## src/sv/aes128_pkg.sv

```systemverilog
// ----------------------------------------------------------------------------
// aes128_pkg
// Shared types, S-box table and GF(2^8) helpers for the AES-128 engine.
// ----------------------------------------------------------------------------
package aes128_pkg;

  typedef enum logic [1:0] {
    ST_IDLE,
    ST_RUN,
    ST_HOLD
  } seq_state_e;

  typedef struct packed {
    logic last;     // final round: skip MixColumns
    logic key_on;   // round keys valid; zero keys otherwise
  } round_ctrl_t;

  localparam logic [7:0] RCON_FIRST = 8'h01;
  localparam logic [7:0] GF_POLY    = 8'h1B;
  localparam logic [3:0] LAST_ROUND = 4'd10;

  localparam logic [7:0] SBOX [256] = '{
    8'h63,8'h7c,8'h77,8'h7b,8'hf2,8'h6b,8'h6f,8'hc5,8'h30,8'h01,8'h67,8'h2b,8'hfe,8'hd7,8'hab,8'h76,
    8'hca,8'h82,8'hc9,8'h7d,8'hfa,8'h59,8'h47,8'hf0,8'had,8'hd4,8'ha2,8'haf,8'h9c,8'ha4,8'h72,8'hc0,
    8'hb7,8'hfd,8'h93,8'h26,8'h36,8'h3f,8'hf7,8'hcc,8'h34,8'ha5,8'he5,8'hf1,8'h71,8'hd8,8'h31,8'h15,
    8'h04,8'hc7,8'h23,8'hc3,8'h18,8'h96,8'h05,8'h9a,8'h07,8'h12,8'h80,8'he2,8'heb,8'h27,8'hb2,8'h75,
    8'h09,8'h83,8'h2c,8'h1a,8'h1b,8'h6e,8'h5a,8'ha0,8'h52,8'h3b,8'hd6,8'hb3,8'h29,8'he3,8'h2f,8'h84,
    8'h53,8'hd1,8'h00,8'hed,8'h20,8'hfc,8'hb1,8'h5b,8'h6a,8'hcb,8'hbe,8'h39,8'h4a,8'h4c,8'h58,8'hcf,
    8'hd0,8'hef,8'haa,8'hfb,8'h43,8'h4d,8'h33,8'h85,8'h45,8'hf9,8'h02,8'h7f,8'h50,8'h3c,8'h9f,8'ha8,
    8'h51,8'ha3,8'h40,8'h8f,8'h92,8'h9d,8'h38,8'hf5,8'hbc,8'hb6,8'hda,8'h21,8'h10,8'hff,8'hf3,8'hd2,
    8'hcd,8'h0c,8'h13,8'hec,8'h5f,8'h97,8'h44,8'h17,8'hc4,8'ha7,8'h7e,8'h3d,8'h64,8'h5d,8'h19,8'h73,
    8'h60,8'h81,8'h4f,8'hdc,8'h22,8'h2a,8'h90,8'h88,8'h46,8'hee,8'hb8,8'h14,8'hde,8'h5e,8'h0b,8'hdb,
    8'he0,8'h32,8'h3a,8'h0a,8'h49,8'h06,8'h24,8'h5c,8'hc2,8'hd3,8'hac,8'h62,8'h91,8'h95,8'he4,8'h79,
    8'he7,8'hc8,8'h37,8'h6d,8'h8d,8'hd5,8'h4e,8'ha9,8'h6c,8'h56,8'hf4,8'hea,8'h65,8'h7a,8'hae,8'h08,
    8'hba,8'h78,8'h25,8'h2e,8'h1c,8'ha6,8'hb4,8'hc6,8'he8,8'hdd,8'h74,8'h1f,8'h4b,8'hbd,8'h8b,8'h8a,
    8'h70,8'h3e,8'hb5,8'h66,8'h48,8'h03,8'hf6,8'h0e,8'h61,8'h35,8'h57,8'hb9,8'h86,8'hc1,8'h1d,8'h9e,
    8'he1,8'hf8,8'h98,8'h11,8'h69,8'hd9,8'h8e,8'h94,8'h9b,8'h1e,8'h87,8'he9,8'hce,8'h55,8'h28,8'hdf,
    8'h8c,8'ha1,8'h89,8'h0d,8'hbf,8'he6,8'h42,8'h68,8'h41,8'h99,8'h2d,8'h0f,8'hb0,8'h54,8'hbb,8'h16
  };

  function automatic logic [7:0] xtime(input logic [7:0] b);
    xtime = {b[6:0], 1'b0} ^ (b[7] ? GF_POLY : 8'h00);
  endfunction

  // byte i of a 128-bit block, byte 0 in the top bits
  function automatic logic [7:0] get_byte(input logic [127:0] w, input int i);
    get_byte = w[127 - 8 * i -: 8];
  endfunction

endpackage

```

## src/sv/aes128_key_step.sv

```systemverilog
// ----------------------------------------------------------------------------
// aes128_key_step
// One step of the AES-128 key schedule: previous round key to next.
// ----------------------------------------------------------------------------
module aes128_key_step (
  input  logic [127:0] key_i,
  input  logic [7:0]   rcon_i,
  output logic [127:0] key_o
);
  import aes128_pkg::*;

  logic [31:0] w [4];
  logic [31:0] n [4];
  logic [31:0] t;

  always_comb begin
    for (int i = 0; i < 4; i++) begin
      w[i] = key_i[127 - 32 * i -: 32];
    end
    // rotate, substitute, add round constant
    t = {SBOX[w[3][23:16]] ^ rcon_i, SBOX[w[3][15:8]], SBOX[w[3][7:0]], SBOX[w[3][31:24]]};
    n[0] = w[0] ^ t;
    n[1] = w[1] ^ n[0];
    n[2] = w[2] ^ n[1];
    n[3] = w[3] ^ n[2];
    key_o = {n[0], n[1], n[2], n[3]};
  end

endmodule

```

## config.mk

```make
export PLATFORM = sky130hd
export DESIGN_NAME = aes128_key_step
export DESIGN_NICKNAME = d
export VERILOG_FILES = /design/src/sv/aes128_pkg.sv /design/src/sv/aes128_key_step.sv
export SDC_FILE = /design/constraint.sdc
export NUM_CORES = 1
export LEC_CHECK = 0
export ABC_AREA = 1
export ABC_CLOCK_PERIOD_IN_PS = 2200
export CORE_ASPECT_RATIO = 0.5
export CORE_UTILIZATION = 40
export DETAILED_ROUTE_END_ITERATION = 10
export DONT_BUFFER_PORTS = 1
export PLACE_DENSITY = 0.6
export RECOVER_POWER = 100
export SLEW_MARGIN = 20
export SYNTH_ARGS = -nofsm -noshare
export SYNTH_HDL_FRONTEND = slang
export SYNTH_SLANG_ARGS = --single-unit
```

## constraint.sdc

```tcl
create_clock -name vclk -period 2.2
set_input_delay 0 -clock vclk [all_inputs]
set_output_delay 0 -clock vclk [all_outputs]
set_load 0.005 [all_outputs]
```

==> tab_implementation.tex <==
\begin{tabular}{lr}
\hline
Metric & Value \\
\hline
\multicolumn{2}{l}{\textbf{STA}} \\
\quad Part of the cycle the worst path needs & 0.991 \\
\quad Worst slew margin relative to its limit & 0.568 \\
\quad Hold Worst Slack & roughly 0.12 ns \\
\quad Measured slew at the worst slew-check pin & 0.646 ns \\
\quad Crit path setup slack, layout & 0.0200 ns \\
\quad Setup violators final & 0 \\
\quad Final Slew Violations & 0 \\
\quad Minimum clock period & 2.18 ns \\
\quad Setup repair after global routing missed its margin & yes \\
\quad Sum of negative setup slack & 0 ns \\
\quad Timing-limited maximum frequency & about 460 MHz \\
\quad Final hold violation count & 0 \\
\multicolumn{2}{l}{\textbf{Synthesis}} \\
\quad Number of instances in the synthesized netlist & between 3000 and 4000 \\
\quad Distinct cells, synth & 29 \\
\quad Warnings, synthesis & 0 \\
\quad Syn Area/Cell & about 4.7 sq um \\
\quad Post-synth design cell area & 14600 sq um \\
\quad Number of nets in the synthesized netlist & approximately 3300 \\
\quad Portion of the post-synthesis area used by sequential elements & 0 \\
\multicolumn{2}{l}{\textbf{Detailed routing}} \\
\quad Average routed wire per standard cell & 23.2 um \\
\quad Router iterations before antenna repair & 7 \\
\quad M1 wire length & 32500 um \\
\quad Via count normalized by instance count & 6.45 \\
\quad Initial drt markers & about 4700 \\
\quad Number of remaining DRC errors & 0 \\
\quad Antenna-violating nets left & 0 \\
\quad Total routed wirelength & 84000 um \\
\quad Met2 Wirelength & 34000 um \\
\quad Detailed route wirelength on metal3 & 12300 um \\
\quad Top layer in use & met4 \\
\quad Vias post-DR & 23377 \\
\multicolumn{2}{l}{\textbf{Hold path}} \\
\quad Launch point of the worst hold path & key\_i[0] \\
\quad Cell depth of the worst hold path & 2 \\
\quad Hold path endpoint & key\_o[0] \\
\quad Class of the tightest hold or removal check & primary input to output pin \\
\multicolumn{2}{l}{\textbf{Setup path}} \\
\quad Max incr delay on CP & 0.28 ns \\
\quad Cell-by-cell listing of the critical path & inv\_1 > buf\_12 > ha\_1 > buf\_4 > nand2\_1 > o21ai\_0 > nand2\_1 > nand3\_1 > a21oi\_1 > nand2\_1 > nand2\_1 > nand2\_1 > nand3\_1 > nand2\_1 > nand2\_1 > nand2\_2 > nand2\_1 > nand3\_1 > nand2\_1 \\
\quad Most common cell type on the critical path & sky130\_fd\_sc\_hd\_\_nand2\_1 \\
\quad Required time of the critical path & 2.20 ns \\
\quad Critical path launch point type & primary input \\
\quad CP endpoint kind & output pin \\
\quad Crit path DAT & 2.18 ns \\
\quad Category of the most critical setup path & primary input to output pin \\
\quad Slowest library cell on the worst path & sky130\_fd\_sc\_hd\_\_a21oi\_1 \\
\quad Largest driver fanout on the critical path & 12 \\
\multicolumn{2}{l}{\textbf{Global routing}} \\
\quad Initial antenna violation count & 0 \\
\quad Global-route usage over all layers & 0.420 \\
\quad Total overflow reported by the global router & 0 \\
\quad First-pass GRT wire length & between 100000 and 150000 um \\
\quad Via count of the first global-routing pass & roughly 20000 \\
\quad Largest net degree at the start of global routing & between 70 and 80 \\
\multicolumn{2}{l}{\textbf{Layout}} \\
\quad Leading cell types in the layout, fill and taps excluded & sky130\_fd\_sc\_hd\_\_nand3\_1, sky130\_fd\_sc\_hd\_\_nand2\_1, sky130\_fd\_sc\_hd\_\_buf\_4 \\
\quad Post-layout net count & 3335 \\
\quad Utilization of the core after routing & 0.464 \\
\quad Area added between synthesis and finish & 14.0\% \\
\quad Register Area & 0 sq um \\
\quad Leading cell type in the layout, fill and taps excluded & sky130\_fd\_sc\_hd\_\_nand3\_1 \\
\quad Layout cells sized above 1 & 0.145 \\
\quad Number of sequential cells & 0 \\
\quad Clkbuf count & 0 \\
\multicolumn{2}{l}{\textbf{Place}} \\
\quad Routability congestion estimate & 1.14 \\
\quad Number of I/O port buffers & 0 \\
\quad Pre-CTS setup slack & -0.134 ns \\
\quad HPWL Detailed & around 63000 um \\
\multicolumn{2}{l}{\textbf{Clocking}} \\
\quad Quantity of hold-fixing buffers added after cts & 0 \\
\multicolumn{2}{l}{\textbf{Floorplanning}} \\
\quad Placeable core region & 36000 sq um \\
\quad Placement row count & 49 \\
\quad Io pins & around 260 \\
\quad Starting density of the core & 0.407 \\
\quad Die X & between 200 and 300 um \\
\quad Die boundary height & 137 um \\
\quad Area of the die & 37400 sq um \\
\multicolumn{2}{l}{\textbf{Pwr}} \\
\quad Design Power & 0.00460 W \\
\quad Pwr Density & 276 nW/um\^{}2 \\
\quad Pleak & 8.99 nW \\
\quad VDD IR max & 132 uV \\
\multicolumn{2}{l}{\textbf{Job}} \\
\quad Max-Cap Viols & 0 \\
\multicolumn{2}{l}{\textbf{Status}} \\
\quad Result of the run & finished, final reports clean \\
\hline
\end{tabular}
[cell usage after synthesis (all sizes together)]
library cell | n | area, sq um
o21ai | 48 | 240
clkinv | 7 | 26.3
nor2 | 154 | 601
nand3 | 1170 | 5930
buf | 166 | 957
nand3b | 14 | 105
inv | 181 | 682
a31oi | 5 | 31.3
or2 | 2 | 12.5
nand4 | 15 | 93.8
a21oi | 107 | 566
clkbuf | 39 | 148
ha | 60 | 751
o211ai | 8 | 60.1
nand2 | 1121 | 4370
xor2 | 8 | 70.1
[critical path, delay by kind of cell]
family,cells,cell delay (ns)
AO/OA/AOI/OAI,2,0.37
buffers and inverters,3,0.38
adder cells (fa/ha/maj),1,0.20
AND/OR/NAND/NOR,13,1.24
[how the worst max path moves through the flow]
stage / start / to / slack [ns] / depth (start not counted)
after CTS: key_i[24] / key_o[2] / 0.02 / 16
after global placement: key_i[24] / key_o[0] / -0.19 / 18
after detailed placement: key_i[24] / key_o[0] / -0.13 / 18
after global routing: key_i[17] / key_o[30] / -0.08 / 19
after floorplan: key_i[24] / key_o[3] / 0.14 / 18
final: key_i[16] / key_o[31] / 0.02 / 19
[report_power, final]
| group | leakage (nW) | switching [W] | internal (W) |
|---|---|---|---|
| registers | 0 | 0 | 0 |
| clock network | 0.0000257 | 0 | 0.000000000223 |
| logic | 8.99 | 0.00298 | 0.00162 |
[per-layer routing]
| metal | vias to the layer above | track usage |
|---|---|---|
| li1 | 10480 | - |
| met1 | 10540 | 0.560 |
| met2 | 1971 | 0.612 |
| met3 | 386 | 0.117 |
| met4 | 0 | 0.222 |
| met5 | - | 0 |
[what timing repair did]
action                                  CTS  global route
endpoints found under the setup margin    5            83
pin swaps                                 0             9
cloned                                    0             0
hold endpoints to repair                  0             0
gates resized for setup                   4           143
buffers inserted                          0             7
[cell families (layout without fill, tap and decap cells)]
family | Yosys count | after routing | share of synthesized area
xor gates and xnor gates | 8 | 8 | 0.00479
and+or+nand+nor | 2476 | 2476 | 0.759
buffers and inverters | 393 | 425 | 0.124
other | 0 | 4 | 0
adders and majority gates | 60 | 60 | 0.0513
AOI/OAI and AO/OA | 168 | 168 | 0.0613
[area by class of cell]
class                      count  area [sq um]
timing repair buffer         237          2000
antenna                        4          10.0
tap                          484           606
inverter                     188           721
multi-input combinational   2712         13400
fill                        4135         19300
[metrics by stage]
step                std cells  cell area (sq um)
CTS                      3614              16100
floorplan                3105              14600
detailed placement       3614              16100
global placement         3614              16100
finish                   3625              16700
global route             3621              16700
Power figures use the tool's default switching activity.
